--- config.mk ---
export PLATFORM = sky130hd
export DESIGN_NAME = peak_valley_detector
export DESIGN_NICKNAME = d
export VERILOG_FILES = /design/src/design/pvd_pkg.sv /design/src/design/pvd_lane.sv /design/src/design/pvd_merge.sv /design/src/design/peak_valley_detector.sv
export SDC_FILE = /design/constraint.sdc
export NUM_CORES = 1
export LEC_CHECK = 0
export ABC_AREA = 1
export ABC_CLOCK_PERIOD_IN_PS = 12800
export BUFFER_PORTS_ARGS = -buffer_cell sky130_fd_sc_hd__buf_2
export CORE_UTILIZATION = 55
export CTS_CLUSTER_DIAMETER = 150
export CTS_CLUSTER_SIZE = 8
export DETAILED_ROUTE_END_ITERATION = 8
export GPL_ROUTABILITY_DRIVEN = 1
export GPL_TIMING_DRIVEN = 0
export PLACE_DENSITY_LB_ADDON = 0.3
export SLEW_MARGIN = 20
export SYNTH_ARGS = -nofsm -noshare
export SYNTH_HDL_FRONTEND = slang
export SYNTH_SLANG_ARGS = --single-unit
--- constraint.sdc ---
create_clock -name clk -period 12.8 [get_ports clk]
set_clock_uncertainty 0.05 [all_clocks]
set_input_delay 0 -clock clk [delete_from_list [all_inputs] [get_ports clk]]
set_output_delay 0 -clock clk [all_outputs]
set_load 0.005 [all_outputs]
--- src/design/pvd_pkg.sv ---
// ----------------------------------------------------------------------------
// Peak/valley detector package
// Shared widths, trend codes and the lane status word.
// ----------------------------------------------------------------------------
package pvd_pkg;

    localparam int SAMPLE_BITS = 32;
    localparam int INDEX_BITS  = 32;

    // s_tdata: high_sample, low_sample, padded to whole bytes
    localparam int IN_DATA_BITS  = ((2 * SAMPLE_BITS + 7) / 8) * 8;
    // m_tdata: position, peak_value, valley_value, padded to whole bytes
    localparam int OUT_DATA_BITS = ((INDEX_BITS + 2 * SAMPLE_BITS + 7) / 8) * 8;

    localparam logic [1:0] TREND_NONE = 2'd0;
    localparam logic [1:0] TREND_RISE = 2'd1;
    localparam logic [1:0] TREND_FALL = 2'd2;

    localparam logic [INDEX_BITS-1:0] INDEX_MAX = '1;

    typedef struct packed {
        logic                   found;
        logic [SAMPLE_BITS-1:0] value;
    } lane_status_t;

endpackage

--- src/design/pvd_lane.sv ---
// ----------------------------------------------------------------------------
// Peak/valley detector lane
// Tracks one channel: previous sample, last nonzero trend, and flags a turn
// at the previous sample (rise then fall, or fall then rise in valley mode).
// ----------------------------------------------------------------------------
module pvd_lane
    import pvd_pkg::*;
(
    input  logic                   clk,
    input  logic                   rst_n,
    input  logic                   valley_mode,
    input  logic                   advance,
    input  logic                   restart,
    input  logic [SAMPLE_BITS-1:0] sample,
    output lane_status_t           status
);

    logic [SAMPLE_BITS-1:0] prev_reg;
    logic [1:0]             trend_reg;
    logic [1:0]             step;
    logic [1:0]             turn_from;
    logic [1:0]             turn_to;

    always_comb
    begin
        if ($signed(sample) > $signed(prev_reg))
        begin
            step = TREND_RISE;
        end
        else if ($signed(sample) < $signed(prev_reg))
        begin
            step = TREND_FALL;
        end
        else
        begin
            step = TREND_NONE;
        end
    end

    assign turn_from = valley_mode ? TREND_FALL : TREND_RISE;
    assign turn_to   = valley_mode ? TREND_RISE : TREND_FALL;

    assign status.found = !restart && (step == turn_to) && (trend_reg == turn_from);
    assign status.value = prev_reg;

    always_ff @(posedge clk or negedge rst_n)
    begin
        if (!rst_n)
        begin
            prev_reg  <= '0;
            trend_reg <= TREND_NONE;
        end
        else if (advance)
        begin
            prev_reg <= sample;
            if (restart)
            begin
                trend_reg <= TREND_NONE;
            end
            else if (step != TREND_NONE)
            begin
                // plateaus carry the earlier trend
                trend_reg <= step;
            end
        end
    end

endmodule

--- src/design/pvd_merge.sv ---
// ----------------------------------------------------------------------------
// Peak/valley detector merge stage
// Keeps the series position, combines both lane flags into one result word
// and holds it in an output register with a skid stage.
// ----------------------------------------------------------------------------
module pvd_merge
    import pvd_pkg::*;
(
    input  logic                   clk,
    input  logic                   rst_n,
    input  logic                   in_valid,
    output logic                   in_ready,
    input  logic                   series_start,
    input  lane_status_t           high_lane,
    input  lane_status_t           low_lane,
    output logic                   restart,
    output logic                   out_valid,
    input  logic                   out_ready,
    output logic                   peak_found,
    output logic                   valley_found,
    output logic [INDEX_BITS-1:0]  position,
    output logic [SAMPLE_BITS-1:0] peak_value,
    output logic [SAMPLE_BITS-1:0] valley_value
);

    typedef struct packed {
        logic                   peak;
        logic                   valley;
        logic [INDEX_BITS-1:0]  pos;
        logic [SAMPLE_BITS-1:0] peak_val;
        logic [SAMPLE_BITS-1:0] valley_val;
    } result_t;

    logic                  history_valid_reg;
    logic [INDEX_BITS-1:0] count_reg;
    logic [INDEX_BITS-1:0] count_next;
    logic                  out_valid_reg;
    logic                  skid_valid_reg;
    result_t               out_reg;
    result_t               skid_reg;
    result_t               fresh;
    logic                  accept;
    logic                  push;
    logic                  pop;

    assign in_ready = !skid_valid_reg;
    assign accept   = in_valid && in_ready;
    assign restart  = series_start || !history_valid_reg;
    assign pop      = out_valid_reg && out_ready;
    assign push     = accept && (high_lane.found || low_lane.found);

    assign fresh.peak       = high_lane.found;
    assign fresh.valley     = low_lane.found;
    assign fresh.pos        = count_reg - INDEX_BITS'(1);
    assign fresh.peak_val   = high_lane.found ? high_lane.value : '0;
    assign fresh.valley_val = low_lane.found ? low_lane.value : '0;

    always_comb
    begin
        if (restart)
        begin
            count_next = INDEX_BITS'(1);
        end
        else if (count_reg == INDEX_MAX)
        begin
            count_next = count_reg;
        end
        else
        begin
            count_next = count_reg + INDEX_BITS'(1);
        end
    end

    always_ff @(posedge clk or negedge rst_n)
    begin
        if (!rst_n)
        begin
            history_valid_reg <= 1'b0;
            count_reg         <= '0;
        end
        else if (accept)
        begin
            history_valid_reg <= 1'b1;
            count_reg         <= count_next;
        end
    end

    always_ff @(posedge clk or negedge rst_n)
    begin
        if (!rst_n)
        begin
            out_valid_reg  <= 1'b0;
            skid_valid_reg <= 1'b0;
        end
        else if (skid_valid_reg)
        begin
            // input is held off; drain the skid word once the output moves
            if (pop)
            begin
                out_valid_reg  <= 1'b1;
                skid_valid_reg <= 1'b0;
            end
        end
        else if (push)
        begin
            if (!out_valid_reg || pop)
            begin
                out_valid_reg <= 1'b1;
            end
            else
            begin
                skid_valid_reg <= 1'b1;
            end
        end
        else if (pop)
        begin
            out_valid_reg <= 1'b0;
        end
    end

    always_ff @(posedge clk)
    begin
        if (skid_valid_reg)
        begin
            if (pop)
            begin
                out_reg <= skid_reg;
            end
        end
        else if (push)
        begin
            if (!out_valid_reg || pop)
            begin
                out_reg <= fresh;
            end
            else
            begin
                skid_reg <= fresh;
            end
        end
    end

    assign out_valid    = out_valid_reg;
    assign peak_found   = out_reg.peak;
    assign valley_found = out_reg.valley;
    assign position     = out_reg.pos;
    assign peak_value   = out_reg.peak_val;
    assign valley_value = out_reg.valley_val;

    a_skid_needs_out: assert property (@(posedge clk) disable iff (!rst_n)
        skid_valid_reg |-> out_valid_reg)
        else $error("skid word held with an empty output register");

    a_result_has_flag: assert property (@(posedge clk) disable iff (!rst_n)
        out_valid_reg |-> (out_reg.peak || out_reg.valley))
        else $error("result word carries neither peak nor valley");

    a_history_after_accept: assert property (@(posedge clk) disable iff (!rst_n)
        accept |=> history_valid_reg)
        else $error("history not marked after an accepted word");

    a_count_nonzero: assert property (@(posedge clk) disable iff (!rst_n)
        history_valid_reg |-> (count_reg != '0))
        else $error("bar count zero while history is valid");

    a_first_bar_silent: assert property (@(posedge clk) disable iff (!rst_n)
        (accept && restart) |=> !(out_valid_reg && !$past(out_valid_reg)
                                  && !$past(skid_valid_reg)))
        else $error("result raised for the first bar of a series");

endmodule

--- src/design/peak_valley_detector.sv ---
// ----------------------------------------------------------------------------
// Peak/valley detector
// Two lanes watch the high and low samples of each bar; the merge stage
// reports a peak of highs and/or a valley of lows at the previous bar.
//
//   channel   dir  tdata (low bits first)                    tuser
//   s_*       in   high_sample, low_sample                   series_start
//   m_*       out  position, peak_value, valley_value        peak_found, valley_found
//
// One bar per cycle while s_tready is high; a result is registered into the output
// register (or the skid register) as the bar that reveals it is taken. Both lane
// compares and the position update finish in the cycle the bar is taken.
// Reset clears the history, so the first bar after reset starts a series.
// A result word plus one skid word are held while m_tready is low; s_tready
// drops only when both are occupied.
// ----------------------------------------------------------------------------
module peak_valley_detector
    import pvd_pkg::*;
(
    input  logic                     clk,
    input  logic                     rst_n,
    input  logic                     s_tvalid,
    output logic                     s_tready,
    input  logic [IN_DATA_BITS-1:0]  s_tdata,   // high_sample, low_sample
    input  logic                     s_tuser,   // series_start
    output logic                     m_tvalid,
    input  logic                     m_tready,
    output logic [OUT_DATA_BITS-1:0] m_tdata,   // position, peak_value, valley_value
    output logic [1:0]               m_tuser    // peak_found, valley_found
);

    lane_status_t           high_status;
    lane_status_t           low_status;
    logic                   restart;
    logic                   advance;
    logic                   peak_found;
    logic                   valley_found;
    logic [INDEX_BITS-1:0]  position;
    logic [SAMPLE_BITS-1:0] peak_value;
    logic [SAMPLE_BITS-1:0] valley_value;

    assign advance = s_tvalid && s_tready;

    pvd_lane u_high_lane (
        .clk         (clk),
        .rst_n       (rst_n),
        .valley_mode (1'b0),
        .advance     (advance),
        .restart     (restart),
        .sample      (s_tdata[SAMPLE_BITS-1:0]),
        .status      (high_status)
    );

    pvd_lane u_low_lane (
        .clk         (clk),
        .rst_n       (rst_n),
        .valley_mode (1'b1),
        .advance     (advance),
        .restart     (restart),
        .sample      (s_tdata[2*SAMPLE_BITS-1:SAMPLE_BITS]),
        .status      (low_status)
    );

    pvd_merge u_merge (
        .clk          (clk),
        .rst_n        (rst_n),
        .in_valid     (s_tvalid),
        .in_ready     (s_tready),
        .series_start (s_tuser),
        .high_lane    (high_status),
        .low_lane     (low_status),
        .restart      (restart),
        .out_valid    (m_tvalid),
        .out_ready    (m_tready),
        .peak_found   (peak_found),
        .valley_found (valley_found),
        .position     (position),
        .peak_value   (peak_value),
        .valley_value (valley_value)
    );

    assign m_tdata = OUT_DATA_BITS'({valley_value, peak_value, position});
    assign m_tuser = {valley_found, peak_found};

endmodule

# Word level (Yosys, flattened, before mapping)
# Index checks and enable logic that the tools add are counted.
# Widths: inputs -> output; s select.
[totals]
out_inout_bits = 100
regBits = 299
[op_classes]
muxes = 25
n_eq_ne = 8
n_bitwise = 2
n_reduce_logical = 27
add_sub_neg = 2
order_cmp = 4
[ops]
columns = ["cell", "n"]
rows = [
  ["$mux 98", 4],
  ["$mux 32", 4],
  ["$gt 32x32->1", 2],
  ["$lt 32x32->1", 2],
  ["$add 32x1->32 const B", 1],
  ["$eq 32x32->1 const B", 1],
  ["$sub 32x1->32 const B", 1],
  ["$mux 2", 8],
  ["$reduce_bool 2->1", 7],
  ["$mux 1", 9],
  ["$reduce_and 3->1", 3],
  ["$logic_and 1x1->1", 7],
  ["$reduce_and 2->1", 3],
  ["$eq 2x1->1 const B", 2],
  ["$eq 2x2->1 const B", 2],
  ["$logic_not 1->1", 4],
  ["$ne 2x2->1 const B", 2],
  ["$logic_or 1x1->1", 3],
  ["$ne 3x2->1 const B", 1],
  ["$not 1->1", 2],
]

# Longest topological paths before layout
# Gate-level depths: netlist of the first run.
[logic_depth]
depth_word = 10
depth_mapped = 19
mapped_depth_nobuf = 19

# Cells and area by module
# Synthesis of the first run repeated with hierarchy kept, for this count alone.
[unflattened]
cells_unflattened = 1710
hier_area_um2 = 15248.4
[modules_own_cells]
columns = ["mod", "area_per_inst_um2", "seq_area_each_um2", "cells_per_inst", "n_inst"]
rows = [
  ["pvd_merge", 10871.7, 6761.5, 1152, 1],
  ["pvd_lane", 2173.3, 850.8, 276, 2],
  ["peak_valley_detector", 30.0, 0.0, 6, 1],
]

# Worst setup path before layout of the first run
# No wires, ideal clock.
[synth_timing]
path_kind = "reg-to-reg"
startpoint = "reg u_high_lane.prev_reg[31]"
endpoint = "reg u_merge.out_reg, in the netlist u_merge.peak_found (enable)"
t_required_ns = 12.163
n_path_buf = 0
arrival_time_ns = 6.341
path_slack_ns = 5.822
path_stages_with_launch = 13
cell_sequence = "dfrtp_1 > inv_1 > ha_1 > nand2_1 > nor2_1 > nand2_1 > nor2_1 > nand2_1 > nand3_1 > nand4_2 > nand2_1 > nand2_1 > a21oi_1"
[synth_via]
elab_chain_cells = 10
[synth_lines]
columns = ["item", "line_no", "text"]
rows = [
  ["start: declaration", "pvd_lane.sv:18", "logic [SAMPLE_BITS-1:0] prev_reg;"],
  ["start signal: assignment", "pvd_lane.sv:55", "prev_reg <= sample;"],
  ["$lt 32x32->1", "pvd_lane.sv:30", "else if ($signed(sample) < $signed(prev_reg))"],
  ["$mux 2", "pvd_lane.sv:30", ""],
  ["$mux 2 (*)", "pvd_lane.sv:26", "if ($signed(sample) > $signed(prev_reg))"],
  ["$eq 2x2->1 (*)", "pvd_lane.sv:43", "assign status.found = !restart && (step == turn_to) && (trend_reg == turn_from);"],
  ["$logic_and 1x1->1 (*) (2 in a row)", "pvd_lane.sv:43", ""],
  ["$logic_or 1x1->1 (*)", "pvd_merge.sv:50", "assign push = accept && (high_lane.found || low_lane.found);"],
  ["$logic_and 1x1->1 (*)", "pvd_merge.sv:50", ""],
  ["$reduce_bool 2->1 (no line) (*)", "--", ""],
  ["$reduce_and 3->1 (no line) (*)", "--", ""],
  ["end signal: assignment", "pvd_merge.sv:127", "out_reg <= skid_reg;"],
  ["end signal: assignment", "pvd_merge.sv:134", "out_reg <= fresh;"],
  ["end: declaration", "pvd_merge.sv:39", "result_t out_reg;"],
]
# Mark *: on every way between the ends. The rest lies on a longest branch, timed or not.
# A chain may end at the register's enable or synchronous reset.

# Final worst setup path of the first run
[layout_timing]
startpoint = "reg u_high_lane.prev_reg[31]"
endpoint = "reg u_merge.out_reg, in the netlist u_merge.valley_value[28] (enable)"
# Same word-level chain as after synthesis.

==> results of run 1 <==
power groups by stage:
stage               clock [uW]  combinational [uW]  sequential, uW
floorplan                    0                 437            1300
global placement             0                 656            1300
detailed placement           0                 714            1280
finish                    1020                 744            1260
global route              1080                 840            1270
CTS                       1030                 743            1260
area by class of cell:
class | count | area share, %
Antenna cell | 1 | 0.0141
Buffer | 61 | 1.52
Clock buffer | 75 | 6.74
Clock inverter | 2 | 0.0916
Inverter | 142 | 3.00
Multi-Input combinational cell | 1007 | 28.7
Sequential cell | 299 | 47.7
Tap cell | 330 | 2.33
Timing Repair Buffer | 248 | 9.93
synth_stat cells (3+ instances only):
cell	instances	area, um^2
sky130_fd_sc_hd__buf_2	16	80.1
sky130_fd_sc_hd__o21a_1	5	37.5
sky130_fd_sc_hd__o21ai_0	96	480
sky130_fd_sc_hd__a21oi_1	45	225
sky130_fd_sc_hd__nand4_2	3	37.5
sky130_fd_sc_hd__nand3_1	30	150
sky130_fd_sc_hd__o31ai_1	5	37.5
sky130_fd_sc_hd__edfxtp_1	196	5890
sky130_fd_sc_hd__ha_1	66	826
sky130_fd_sc_hd__nor4_1	3	18.8
sky130_fd_sc_hd__nor2_1	146	548
sky130_fd_sc_hd__inv_1	131	492
sky130_fd_sc_hd__nor2_4	3	33.8
sky130_fd_sc_hd__dfrtp_1	103	2580
sky130_fd_sc_hd__nor3_1	20	100
sky130_fd_sc_hd__nand2_2	5	31.3
sky130_fd_sc_hd__clkbuf_1	31	116
sky130_fd_sc_hd__xor2_1	31	272
sky130_fd_sc_hd__nand4_1	16	100
sky130_fd_sc_hd__nor2_2	4	25.0
sky130_fd_sc_hd__buf_1	8	30.0
sky130_fd_sc_hd__buf_4	3	22.5
sky130_fd_sc_hd__nor3_2	4	40.0
sky130_fd_sc_hd__nand2_1	503	1890
sky130_fd_sc_hd__inv_2	11	41.3
sky130_fd_sc_hd__xnor2_1	4	35.0
layout by cell type, fill, tap and decap left out, types with 3 or more instances in the layout:
master	netlist	final
sky130_fd_sc_hd__buf_12	0	4
sky130_fd_sc_hd__nand4_1	16	16
sky130_fd_sc_hd__nand2_2	5	5
sky130_fd_sc_hd__nor4_1	3	3
sky130_fd_sc_hd__nor2_2	4	4
sky130_fd_sc_hd__nand2_1	503	503
sky130_fd_sc_hd__nand4_2	3	3
sky130_fd_sc_hd__xor2_1	31	31
sky130_fd_sc_hd__edfxtp_1	196	196
sky130_fd_sc_hd__ha_1	66	66
sky130_fd_sc_hd__buf_16	0	4
sky130_fd_sc_hd__nor2_1	146	145
sky130_fd_sc_hd__clkbuf_1	31	63
sky130_fd_sc_hd__nor2_4	3	4
sky130_fd_sc_hd__nand3_1	30	30
sky130_fd_sc_hd__o21a_1	5	5
sky130_fd_sc_hd__buf_1	8	8
sky130_fd_sc_hd__a21oi_1	45	44
sky130_fd_sc_hd__dfrtp_1	103	103
sky130_fd_sc_hd__buf_2	16	183
sky130_fd_sc_hd__clkbuf_16	0	43
sky130_fd_sc_hd__nor3_1	20	20
sky130_fd_sc_hd__inv_1	131	131
sky130_fd_sc_hd__buf_4	3	3
sky130_fd_sc_hd__o31ai_1	5	5
sky130_fd_sc_hd__o21ai_0	96	96
sky130_fd_sc_hd__inv_2	11	11
sky130_fd_sc_hd__xnor2_1	4	4
sky130_fd_sc_hd__nor3_2	4	4
sky130_fd_sc_hd__dlygate4sd3_1	0	71
critical path, delay by kind of cell (launching register included):
kind	cells	cell delay, ns
flip-flops	1	0.32
buffers and inverters	4	0.67
AND/OR/NAND/NOR	9	1.43
adder cells (fa/ha/maj)	1	0.34
AO/OA/AOI/OAI	1	0.81
worst paths after layout:
check                           cells past startpoint                                  start                                    end
max in group asynchronous                           4                                  rst_n   u_high_lane.prev_reg[15]$_DFFE_PN0P_
worst min register to register                      2  u_merge.history_valid_reg$_DFFE_PN0P_  u_merge.history_valid_reg$_DFFE_PN0P_
worst max register to register                     15   u_high_lane.prev_reg[31]$_DFFE_PN0P_     u_merge.valley_value[28]$_DFFE_PP_
min in group asynchronous                           4                                  rst_n      u_merge.count_reg[14]$_DFFE_PN0P_
worst max-delay path                               15   u_high_lane.prev_reg[31]$_DFFE_PN0P_     u_merge.valley_value[28]$_DFFE_PP_
worst min-delay path                                4                            s_tdata[43]    u_low_lane.prev_reg[11]$_DFFE_PN0P_
layer usage:
metal / vias up / global-route usage [%]
met5: - / 0
met4: 0 / 10.8
met1: 5448 / 33.0
li1: 5532 / -
met3: 94 / 3.89
met2: 394 / 46.6
cells by family after synthesis:
| kind of cell | synth area share (%) |
|---|---|
| xor+xnor | 2.25 |
| buf+inv | 5.60 |
| flops | 59.0 |
| simple gates | 21.6 |
| fa+ha+maj | 5.76 |
| compound gates | 5.79 |
per-stage QoR:
stage	util, %	std cells	area (um^2)
after floorplan	-	1509	14300
after global placement	61.4	2007	15600
after detailed placement	62.3	2015	15800
after CTS	69.9	2164	17800
after global routing	69.9	2165	17800
final	69.9	2165	17800
what timing repair did:
action                                 in CTS  in global routing
hold buffers                               72                  0
endpoints found under the hold margin     179                  0
gates resized for setup                     0                  0
buffers inserted                            0                  0
==> load_flow_metrics.sql, run 1 <==
INSERT INTO impl_metrics (metric_group, metric, value, unit) VALUES
('power', 'power.net_switching', '918', 'uW'),
('synthesis', 'netlist_area', '0.0143', 'mm^2'),
('clock_tree', 'cts_num_sinks', '299', ''),
('global_route', 'global_route_wire_length_before_repair', '56000', 'um'),
('worst_setup_path', 'worstPathCellList', 'inv_1 -> ha_1 -> nand2_1 -> nor2_1 -> nand2_1 -> nor2_1 -> nand2_1 -> nand3_1 -> nand4_2 -> nand2_1 -> nand2_1 -> a21oi_4 -> buf_16 -> buf_16 -> buf_8', ''),
('worst_setup_path', 'crit_path_max_incr_delay', '0.81', 'ns'),
('floorplanning', 'floorplan.core_area', '0.0254', 'mm^2'),
('detailed_routing', 'drt-pass1-iter-count', '6', ''),
('power', 'design_power_total', '3030', 'uW'),
('synthesis', 'yosys_register_bits', '299', ''),
('global_route', 'grt-ovfl-total', '0', ''),
('clock_tree', 'clockRootBuffer', 'sky130_fd_sc_hd__clkbuf_16', ''),
('final_layout', 'layout.area.seq', '0.00846', 'mm^2'),
('worst_setup_path', 'crit_path_top_delay_cell', 'sky130_fd_sc_hd__a21oi_4', ''),
('global_route', 'grt_pass1_vias', '11523', ''),
('clock_tree', 'tritoncts.num_buffers', '43', ''),
('floorplanning', 'design.die.area', '0.0267', 'mm^2'),
('global_route', 'grtUsageTotal', '26.6', '%'),
('detailed_routing', 'detailroute.via_count', '11468', ''),
('clock_tree', 'tritoncts_clock_tree', 'done', ''),
('timing', 'tightestPinTransition', '0.947', 'ns'),
('timing', 'setup_total_negative_slack', '0', 'ns'),
('power', 'cellLeakagePower', '0.00805', 'uW'),
('worst_setup_path', 'cp_data_required_time', '12.97', 'ns'),
('detailed_routing', 'highest_layer', 'met4', ''),
('clock_tree', 'h-tree-depth', '2', ''),
('status', 'outcome', 'complete, no violations', ''),
('clock_tree', 'cts-root-to-sink-buffers', '3', ''),
('final_layout', 'filler_cell_count', '1876', ''),
('worst_setup_path', 'critical_path.max_fanout', '24', ''),
('detailed_routing', 'met2_wirelength', '17400', 'um'),
('detailed_routing', 'wirelength_met1', '14200', 'um'),
('worst_setup_path', 'crit_arrival', '4.13', 'ns'),
('synthesis', 'synthesized_area_divided_by_synthesized_cell_count', '9.51', 'um^2'),
('place', 'hpwl', '23800', 'um'),
('synthesis', 'asyncSetResetFlopFracSynth', '34.4', '%'),
('power', 'power_density', '170', 'mW/mm^2'),
('floorplanning', 'rows', '58', ''),
('timing', 'setup_repair_after_global_routing_missed_its_margin', 'false', ''),
('synthesis', 'dominantRegCellSynth', 'sky130_fd_sc_hd__edfxtp_1', ''),
('synthesis', 'synth_cells', '1509', ''),
('power', 'pwr-share-comb', '24.6', '%'),
('detailed_routing', 'drt_antenna_net_count', '0', ''),
('timing', 'final_hold_vios', '0', ''),
('power', 'clock_power_share', '33.8', '%'),
('hold_path', 'min_path_type', 'in -> reg', ''),
('global_route', 'grt_start_max_net_pins', '76', ''),
('final_layout', 'final_nets', '1937', ''),
('timing', 'setup_ws', '8.85', 'ns'),
('worst_setup_path', 'end_kind', 'flop', ''),
('detailed_routing', 'routed_wl', '34900', 'um'),
('clock_tree', 'clkLatencyLatePin', '0.52', 'ns'),
('detailed_routing', 'first_iter_violations', '988', ''),
('timing', 'post-route-min-period', '3.95', 'ns'),
('global_route', 'grt_antenna_before_repair', '1', ''),
('synthesis', 'ys_seq_area_share', '59.0', '%'),
('floorplanning', 'floorplan.initialDensity', '56.5', '%'),
('timing', 'finalMaxSlewViolations', '0', ''),
('place', 'gpl.final_weighted_congestion', '0.915', ''),
('timing', 'maxClockFrequency', '253', 'MHz'),
('power', 'internal-power', '2110', 'uW'),
('timing', 'fin_crit_sh', '30.9', '%'),
('job', 'max-cap-violations', '0', ''),
('detailed_routing', 'post-route-drc-count', '0', ''),
('timing', 'max_slew_headroom_at_the_worst_pin', '36.7', '%'),
('timing', 'timing.hold.ws', '0.203', 'ns'),
('timing', 'setup_viol_count_final', '0', ''),
('worst_setup_path', 'critical_path.most_common_cell', 'sky130_fd_sc_hd__nand2_1', ''),
('final_layout', 'largest_register_ff_count', '98', ''),
('synthesis', 'mappedNetlistNets', '1644', ''),
('place', 'numPortBuffers', '168', '');
No activity file was read; power rests on OpenSTA's default activity.
==> run 2, diff against run 1 <==
Settings changed: ABC_CLOCK_PERIOD_IN_PS 12800 to 3500, CORE_UTILIZATION 55 to 53.
Clock period 12.8 ns to 3.5 ns, I/O delays scaled along.
==> run 2 against run 1 <==
The run now ends with DRC left. Hold slack worse by 0.0021 ns. Register-to-register slack lost 8.4 ns. Clock power rose to 3.7 times the previous value. Power grew to 3.7 times the previous value. Maximum frequency rose by 30%. Global-route usage shrank 0.11 points.
==> load_flow_metrics.sql, run 2 (synthesis results as in run 1) <==
INSERT INTO impl_metrics (metric_group, metric, value, unit) VALUES
('status', 'outcome', 'finished, violations left', ''),
('status', 'failing_checks', 'DRC', ''),
('floorplanning', 'fp.dieH', '167', 'um'),
('final_layout', 'final_nets', '1942', ''),
('worst_setup_path', 'critical_path.max_fanout', '26', ''),
('detailed_routing', 'wire_per_inst', '16.5', 'um'),
('worst_setup_path', 'end_kind', 'flop', ''),
('detailed_routing', 'detailroute.via_count', '11529', ''),
('timing', 'post-route-min-period', '3.05', 'ns'),
('place', 'gpl.final_weighted_congestion', '0.900', ''),
('clock_tree', 'ctsResizeCount', '0', ''),
('final_layout', 'final_layout_size_suffix_gt1_share', '19.2', '%'),
('timing', 'setup_repair_after_global_routing_missed_its_margin', 'false', ''),
('timing', 'setup_ws', '0.447', 'ns'),
('timing', 'maxClockFrequency', '328', 'MHz'),
('power', 'power_density', '623', 'mW/mm^2'),
('clock_tree', 'clkLatencyLatePin', '0.53', 'ns'),
('global_route', 'grt_antenna_before_repair', '0', ''),
('worst_setup_path', 'crit-reg2reg-launch', 'u_low_lane.prev_reg[11]$_DFFE_PN0P_', ''),
('clock_tree', 'cts-root-to-sink-buffers', '3', ''),
('worst_setup_path', 'cp_endpoint', 'u_merge.position[20]$_DFFE_PP_', ''),
('timing', 'fin_crit_sh', '87.2', '%'),
('power', 'design_power_total', '11300', 'uW'),
('global_route', 'global_route_wire_length_before_repair', '58600', 'um'),
('timing', 'tightestPinTransition', '0.770', 'ns'),
('floorplanning', 'floorplan.initialDensity', '54.6', '%'),
('timing', 'setup_viol_count_final', '0', ''),
('power', 'internal-power', '7800', 'uW'),
('worst_setup_path', 'timing_worst_setup_path_type', 'reg -> reg', ''),
('detailed_routing', 'first_iter_violations', '790', ''),
('power', 'power_frac_seq', '40.9', '%'),
('power', 'clock_power_share', '33.6', '%'),
('final_layout', 'layoutNonFillerInstCount', '2175', ''),
('power', 'power.net_switching', '3490', 'uW'),
('clock_tree', 'h-tree-depth', '2', ''),
('clock_tree', 'clockRootBuffer', 'sky130_fd_sc_hd__clkbuf_16', ''),
('power', 'irDropWorstVdd', '314', 'uV'),
('timing', 'timing.hold.ws', '0.201', 'ns'),
('floorplanning', 'num_io_pins', '169', ''),
('timing', 'max_slew_headroom_at_the_worst_pin', '48.7', '%'),
('global_route', 'grt_pass1_vias', '11691', ''),
('final_layout', 'flow.area_growth_from_synthesis', '26.2', '%'),
('clock_tree', 'tritoncts_clock_tree', 'done', ''),
('timing', 'finalMaxSlewViolations', '0', ''),
('worst_setup_path', 'worst_r2r_endpoint', 'u_merge.position[20]$_DFFE_PP_', ''),
('worst_setup_path', 'critical_path.startpoint', 'u_low_lane.prev_reg[11]$_DFFE_PN0P_', ''),
('floorplanning', 'floorplan.core_area', '0.0263', 'mm^2'),
('clock_tree', 'tritoncts.num_buffers', '43', ''),
('worst_setup_path', 'rr_worst_depth', '15', ''),
('clock_tree', 'cts_num_sinks', '299', ''),
('place', 'numPortBuffers', '168', ''),
('place', 'hpwl', '23700', 'um'),
('floorplanning', 'design.die.area', '0.0277', 'mm^2'),
('detailed_routing', 'post-route-drc-count', '16', ''),
('clock_tree', 'cts.reportedPaths.clkPinSlew', '0.05', 'ns'),
('timing', 'final_hold_vios', '0', ''),
('global_route', 'grt-ovfl-total', '0', ''),
('detailed_routing', 'routed_via_density', '5.30', ''),
('hold_path', 'min_path_type', 'in -> reg', ''),
('global_route', 'grtUsageTotal', '26.5', '%'),
('place', 'dpl.cell_count', '2020', ''),
('final_layout', 'largest_register_ff_count', '98', ''),
('floorplanning', 'rows', '59', ''),
('detailed_routing', 'drt_antenna_net_count', '0', ''),
('worst_setup_path', 'cp_data_required_time', '3.67', 'ns'),
('final_layout', 'layout_common_cells', 'sky130_fd_sc_hd__nand2_1, sky130_fd_sc_hd__edfxtp_1, sky130_fd_sc_hd__buf_2', ''),
('worst_setup_path', 'crit_arrival', '3.22', 'ns'),
('power', 'fraction_of_power_spent_switching_nets', '30.9', '%'),
('detailed_routing', 'drt-pass1-iter-count', '9', ''),
('final_layout', 'mostFrequentLayoutCell', 'sky130_fd_sc_hd__nand2_1', ''),
('final_layout', 'antenna_cells', '0', ''),
('floorplanning', 'floorplan.die.width', '167', 'um'),
('detailed_routing', 'routed_wl', '36000', 'um'),
('power', 'cellLeakagePower', '0.00806', 'uW'),
('global_route', 'grt_start_max_net_pins', '74', ''),
('power', 'pwr-share-comb', '25.4', '%'),
('worst_setup_path', 'cp-start-kind', 'flop', ''),
('worst_setup_path', 'setup.reg_to_reg.worst_slack', '0.45', 'ns'),
('job', 'max-cap-violations', '0', ''),
('place', 'dp_worst_setup_slack', '0.162', 'ns');
run 2: power groups by stage:
| stage | clock (uW) | combinational, uW | sequential (uW) |
|---|---|---|---|
| 3_3_place_gp | 0 | 2520 | 4690 |
| 2_1_floorplan | 0 | 1700 | 4710 |
| 3_5_place_dp | 0 | 2730 | 4670 |
| 6_report | 3800 | 2870 | 4620 |
| 4_1_cts | 3830 | 2840 | 4610 |
| 5_1_grt | 4000 | 3230 | 4660 |
run 2: layout make-up:
class | instances | area [um^2]
Sequential cell | 299 | 8460
Fill cell | 1950 | 8170
Multi-Input combinational cell | 1008 | 5390
Timing Repair Buffer | 252 | 1810
Clock buffer | 74 | 1190
Inverter | 142 | 533
Tap cell | 335 | 419
Buffer | 61 | 270
Clock inverter | 4 | 33.8
run 2: worst min-delay path by stage:
stage	from	endpoint	slack (ns)	depth (start not counted)
after CTS	s_tdata[27]	u_high_lane.prev_reg[27]$_DFFE_PN0P_	0.18	4
after global routing	s_tdata[58]	u_low_lane.prev_reg[26]$_DFFE_PN0P_	0.22	4
after global placement	s_tdata[33]	u_low_lane.prev_reg[1]$_DFFE_PN0P_	0.18	3
after floorplan	rst_n	u_high_lane.prev_reg[0]$_DFFE_PN0P_	-0.35	0
after detailed placement	rst_n	u_merge.count_reg[12]$_DFFE_PN0P_	-0.14	1
final	s_tdata[58]	u_low_lane.prev_reg[26]$_DFFE_PN0P_	0.20	4
run 2: through the flow:
step                utilization, %  instance area (um^2)  setup TNS (ns)
finish                        68.9                 18100               0
floorplan                        -                 14700          -15.88
detailed placement            61.3                 16100               0
global route                  68.9                 18100               0
CTS                           68.8                 18100               0
global placement              60.5                 15900         -200.80
run 2: critical path, cell delays in order (launching register included):
cell and delay, ns:
sky130_fd_sc_hd__dfrtp_1 0.38, sky130_fd_sc_hd__inv_1 0.10, sky130_fd_sc_hd__ha_1 0.27, sky130_fd_sc_hd__a21oi_1 0.16
sky130_fd_sc_hd__nand2_1 0.09, sky130_fd_sc_hd__a21oi_1 0.18, sky130_fd_sc_hd__nand2_1 0.13, sky130_fd_sc_hd__nand2_1 0.12
sky130_fd_sc_hd__nand2_1 0.07, sky130_fd_sc_hd__nand2_2 0.10, sky130_fd_sc_hd__nand4_4 0.18, sky130_fd_sc_hd__nand2_2 0.14
sky130_fd_sc_hd__nand2_4 0.11, sky130_fd_sc_hd__a21oi_4 0.26, sky130_fd_sc_hd__buf_16 0.20, sky130_fd_sc_hd__buf_16 0.19
run 2: repair_timing:
| item | in CTS | in global routing |
|---|---|---|
| buffers inserted | 0 | 4 |
| endpoints found under the hold margin | 179 | 0 |
| endpoints found under the setup margin | 0 | 74 |
| hold buffers | 72 | 0 |
run 2: per-layer routing:
layer	global-route usage (%)	routed length (um)	vias up
met5	0	0	-
met4	11.5	1450	0
met3	4.30	1920	118
met2	45.6	17700	396
met1	33.2	14900	5480
li1	-	-	5535
==> run 3, diff against run 2 <==
Settings changed: ABC_AREA 1 to 0, CORE_ASPECT_RATIO set to 0.8, CORE_MARGIN set to 10.
==> run 3 against run 2 <==
Power grew 4.2%. Highest routed layer unchanged. Sequential share of layout area grew 1.5 points. Clock power grew 1%. Sequential power grew 2%. Largest power group unchanged. The flow now finishes without violations. Global-route usage shrank 5.5 points. Die area grew 20%. Count of clock-buffer cells in the layout grew 2. Final area shrank 3.2%. Via count shrank 12%.
==> load_flow_metrics.sql, run 3 <==
INSERT INTO impl_metrics (metric_group, metric, value, unit) VALUES
('synthesis', 'ys.warnings.count', '0', ''),
('timing', 'setup_viol_count_final', '0', ''),
('worst_setup_path', 'worstPathCellList', 'inv_1 -> ha_1 -> nand4_1 -> nor4_1 -> a21boi_0 -> o41a_1 -> nor4b_4 -> clkbuf_2 -> o211a_2', ''),
('final_layout', 'final_layout_size_suffix_gt1_share', '22.5', '%'),
('timing', 'max_slew_headroom_at_the_worst_pin', '29.3', '%'),
('worst_setup_path', 'critical_path_buf_inv_count', '2', ''),
('global_route', 'grt-ovfl-total', '0', ''),
('power', 'power_density', '671', 'mW/mm^2'),
('hold_path', 'hold_start', 's_tvalid', ''),
('floorplanning', 'rows', '52', ''),
('final_layout', 'flow.area_growth_from_synthesis', '26.0', '%'),
('power', 'irDropWorstVdd', '345', 'uV'),
('job', 'max-cap-violations', '0', ''),
('clock_tree', 'cts_num_sinks', '299', ''),
('worst_setup_path', 'setup.reg_to_reg.worst_slack', '0.22', 'ns'),
('place', 'hpwl', '23000', 'um'),
('worst_setup_path', 'crit_arrival', '3.39', 'ns'),
('final_layout', 'layout_common_cells', 'sky130_fd_sc_hd__edfxtp_1, sky130_fd_sc_hd__buf_2, sky130_fd_sc_hd__nand2_1', ''),
('worst_setup_path', 'timing_worst_setup_path_type', 'reg -> reg', ''),
('clock_tree', 'clockRootBuffer', 'sky130_fd_sc_hd__clkbuf_16', ''),
('synthesis', 'synth.top_cells.by_count', 'sky130_fd_sc_hd__edfxtp_1, sky130_fd_sc_hd__nand2_1, sky130_fd_sc_hd__dfrtp_1', ''),
('synthesis', 'synth_largest_area_cell', 'sky130_fd_sc_hd__edfxtp_1', ''),
('synthesis', 'ys_seq_area_share', '60.8', '%'),
('detailed_routing', 'routed_via_density', '5.44', ''),
('final_layout', 'layoutNonFillerInstCount', '1854', ''),
('synthesis', 'synthDistinctLibCells', '58', ''),
('power', 'design_power_total', '11800', 'uW'),
('timing', 'setup_repair_after_global_routing_missed_its_margin', 'false', ''),
('clock_tree', 'tritoncts.num_buffers', '43', ''),
('power', 'fraction_of_power_spent_switching_nets', '30.3', '%'),
('place', 'gpl.final_weighted_congestion', '0.826', ''),
('power', 'power.net_switching', '3570', 'uW'),
('synthesis', 'synth_edf_count', '196', ''),
('synthesis', 'yosys-top-cells-area', 'sky130_fd_sc_hd__edfxtp_1, sky130_fd_sc_hd__dfrtp_1, sky130_fd_sc_hd__ha_1', ''),
('detailed_routing', 'drt_antenna_net_count', '0', ''),
('power', 'clock_power_share', '32.6', '%'),
('floorplanning', 'num_io_pins', '169', ''),
('detailed_routing', 'wire_per_inst', '18.9', 'um'),
('clock_tree', 'cts.reportedPaths.clkPinSlew', '0.05', 'ns'),
('synthesis', 'synth_cells', '1167', ''),
('power', 'pwr-share-comb', '27.4', '%'),
('global_route', 'grt_start_max_net_pins', '57', ''),
('synthesis', 'dominantRegCellSynth', 'sky130_fd_sc_hd__edfxtp_1', ''),
('final_layout', 'final_nets', '1602', ''),
('clock_tree', 'tritoncts_clock_tree', 'done', ''),
('floorplanning', 'floorplan.initialDensity', '54.4', '%'),
('timing', 'post-route-min-period', '3.28', 'ns'),
('clock_tree', 'cts-root-to-sink-buffers', '3', ''),
('timing', 'final_hold_vios', '0', ''),
('final_layout', 'filler_cell_count', '1841', ''),
('synthesis', 'netlist_area', '0.0139', 'mm^2'),
('worst_setup_path', 'end_kind', 'flop', ''),
('timing', 'timing.hold.ws', '0.0662', 'ns'),
('detailed_routing', 'first_iter_violations', '733', ''),
('worst_setup_path', 'crit-reg2reg-launch', 'u_high_lane.prev_reg[13]$_DFFE_PN0P_', ''),
('floorplanning', 'design.die.area', '0.0332', 'mm^2'),
('worst_setup_path', 'crit_path_max_incr_delay', '0.53', 'ns'),
('place', 'dpl-instance-area', '0.0155', 'mm^2'),
('worst_setup_path', 'crit_path_top_delay_cell', 'sky130_fd_sc_hd__o211a_2', ''),
('detailed_routing', 'post-route-drc-count', '0', ''),
('floorplanning', 'floorplan.die.width', '201', 'um'),
('synthesis', 'synthDominantCellAreaShare', '42.3', '%'),
('hold_path', 'worstHoldPathCells', '4', ''),
('timing', 'maxClockFrequency', '305', 'MHz'),
('global_route', 'grt_antenna_before_repair', '2', ''),
('detailed_routing', 'drt-pass1-iter-count', '5', ''),
('place', 'dpl.cell_count', '1696', ''),
('global_route', 'grt_pass1_vias', '10550', ''),
('power', 'internal-power', '8200', 'uW'),
('global_route', 'grtUsageTotal', '21.1', '%'),
('floorplanning', 'floorplan.core_area', '0.0256', 'mm^2'),
('worst_setup_path', 'critical_path.max_fanout', '15', ''),
('timing', 'finalMaxSlewViolations', '0', ''),
('worst_setup_path', 'cp-start-kind', 'flop', ''),
('timing', 'tightestPinTransition', '1.05', 'ns'),
('final_layout', 'mostFrequentLayoutCell', 'sky130_fd_sc_hd__edfxtp_1', ''),
('clock_tree', 'clkLatencyLatePin', '0.52', 'ns'),
('synthesis', 'asyncSetResetFlopFracSynth', '34.4', '%'),
('synthesis', 'post-synth-top-count-cell', 'sky130_fd_sc_hd__edfxtp_1', ''),
('synthesis', 'synthesized_area_divided_by_synthesized_cell_count', '11.9', 'um^2'),
('floorplanning', 'fp.dieH', '165', 'um'),
('worst_setup_path', 'worst_r2r_endpoint', 'u_merge.skid_reg[1]$_DFFE_PP_', ''),
('worst_setup_path', 'crit_family', 'compound AO/OA/AOI/OAI gates', ''),
('timing', 'setup_total_negative_slack', '0', 'ns'),
('worst_setup_path', 'rr_worst_depth', '9', ''),
('clock_tree', 'h-tree-depth', '2', ''),
('power', 'power_frac_seq', '39.9', '%'),
('hold_path', 'min_path_type', 'in -> reg', ''),
('hold_path', 'worstHoldEndpoint', 'u_low_lane.trend_reg[0]$_DFFE_PN0P_', ''),
('synthesis', 'yosys_register_bits', '299', ''),
('power', 'cellLeakagePower', '0.00742', 'uW'),
('synthesis', 'mappedNetlistNets', '1302', ''),
('place', 'numPortBuffers', '168', ''),
('detailed_routing', 'detailroute.via_count', '10089', ''),
('final_layout', 'largest_register_ff_count', '98', ''),
('timing', 'fin_crit_sh', '93.8', '%'),
('global_route', 'global_route_wire_length_before_repair', '56300', 'um'),
('worst_setup_path', 'cp_data_required_time', '3.61', 'ns'),
('status', 'outcome', 'complete, no violations', ''),
('detailed_routing', 'routed_wl', '35000', 'um'),
('final_layout', 'finish.instance_area', '0.0175', 'mm^2');
run 3: changes by cell type in the layout (fill, tap and decap cells not counted), moves of 11 or more:
cell / delta
sky130_fd_sc_hd__inv_1: -32
sky130_fd_sc_hd__nand2_1: -361
sky130_fd_sc_hd__and2_1: +34
sky130_fd_sc_hd__o31ai_1: +28
sky130_fd_sc_hd__mux2_2: +62
sky130_fd_sc_hd__ha_4: -14
sky130_fd_sc_hd__inv_2: -35
sky130_fd_sc_hd__nor2_1: -67
sky130_fd_sc_hd__buf_2: -11
sky130_fd_sc_hd__ha_1: +14
sky130_fd_sc_hd__xnor2_1: +12
sky130_fd_sc_hd__clkbuf_1: +22
run 3: stage by stage:
step / util, % / setup WS (ns)
after global routing: 68.5 / 0.0336
after detailed placement: 60.5 / -0.520
after floorplan: - / -1.25
after global placement: 59.8 / -2.79
after CTS: 68.4 / 0.00117
final: 68.6 / 0.219
run 3: how the worst max path moves through the flow:
| stage | from | to | slack, ns | cells past startpoint |
|---|---|---|---|---|
| 2_1_floorplan | u_low_lane.prev_reg[1]$_DFFE_PN0P_ | u_merge.peak_found$_DFFE_PP_ | -1.25 | 10 |
| 4_1_cts | u_high_lane.prev_reg[13]$_DFFE_PN0P_ | u_merge.skid_reg[85]$_DFFE_PP_ | 0.001 | 10 |
| 3_5_place_dp | u_high_lane.prev_reg[14]$_DFFE_PN0P_ | u_merge.skid_reg[88]$_DFFE_PP_ | -0.52 | 10 |
| 6_report | u_high_lane.prev_reg[13]$_DFFE_PN0P_ | u_merge.skid_reg[1]$_DFFE_PP_ | 0.22 | 9 |
| 3_3_place_gp | u_low_lane.prev_reg[19]$_DFFE_PN0P_ | u_merge.peak_value[9]$_DFFE_PP_ | -2.79 | 10 |
| 5_1_grt | u_low_lane.prev_reg[30]$_DFFE_PN0P_ | u_merge.position[21]$_DFFE_PP_ | 0.03 | 12 |
run 3: power by group through the flow:
stage          Clock, uW  Combinational (uW)  Sequential (uW)
3_5_place_dp           0                3060             4750
4_1_cts             3880                3220             4700
5_1_grt             4050                3620             4750
2_1_floorplan          0                1980             4770
6_report            3840                3230             4700
3_3_place_gp           0                2910             4780
run 3: area by class of cell:
class                           instances  area (um^2)  share of cell area [%]
Clock buffer                           76         1240                    7.09
Buffer                                 63          269                    1.53
Sequential cell                       299         8460                    48.3
Tap cell                              351          439                    2.51
Multi-Input combinational cell        731         5040                    28.8
Antenna cell                            4         10.0                  0.0571
Timing Repair Buffer                  254         1780                    10.1
Clock inverter                          1         7.51                  0.0428
Inverter                               75          282                    1.61
run 3: routing by layer:
metal | global-route usage, % | vias up | routed length, um
met4 | 6.90 | 0 | 783
met5 | 0 | - | 0
met3 | 4.39 | 64 | 2240
met1 | 28.0 | 4929 | 15800
li1 | - | 4779 | -
met2 | 34.0 | 317 | 16300
run 3: cells by family after synthesis:
kind of cell | Yosys count | synth area share [%]
adders and majority gates | 66 | 5.93
AOI/OAI and AO/OA | 185 | 8.12
and+or+nand+nor | 361 | 12.6
DFF | 299 | 60.8
muxes | 63 | 5.10
buffers and inverters | 138 | 3.88
xor gates and xnor gates | 55 | 3.52
run 3: timing repair:
action,4_1_cts,5_1_grt
buffers inserted,3,3
pin swaps,3,4
setup endpoints to repair,186,144
gates resized for setup,2,4
cloned,1,0
endpoints found under the hold margin,173,0
hold buffers,70,0
run 3: worst register-to-register path, delay by kind of cell, from the launching register on:
family | cells | cell delay [ns]
compound gates | 3 | 1.16
simple gates | 3 | 0.66
buf+inv | 2 | 0.42
flops | 1 | 0.38
fa+ha+maj | 1 | 0.25
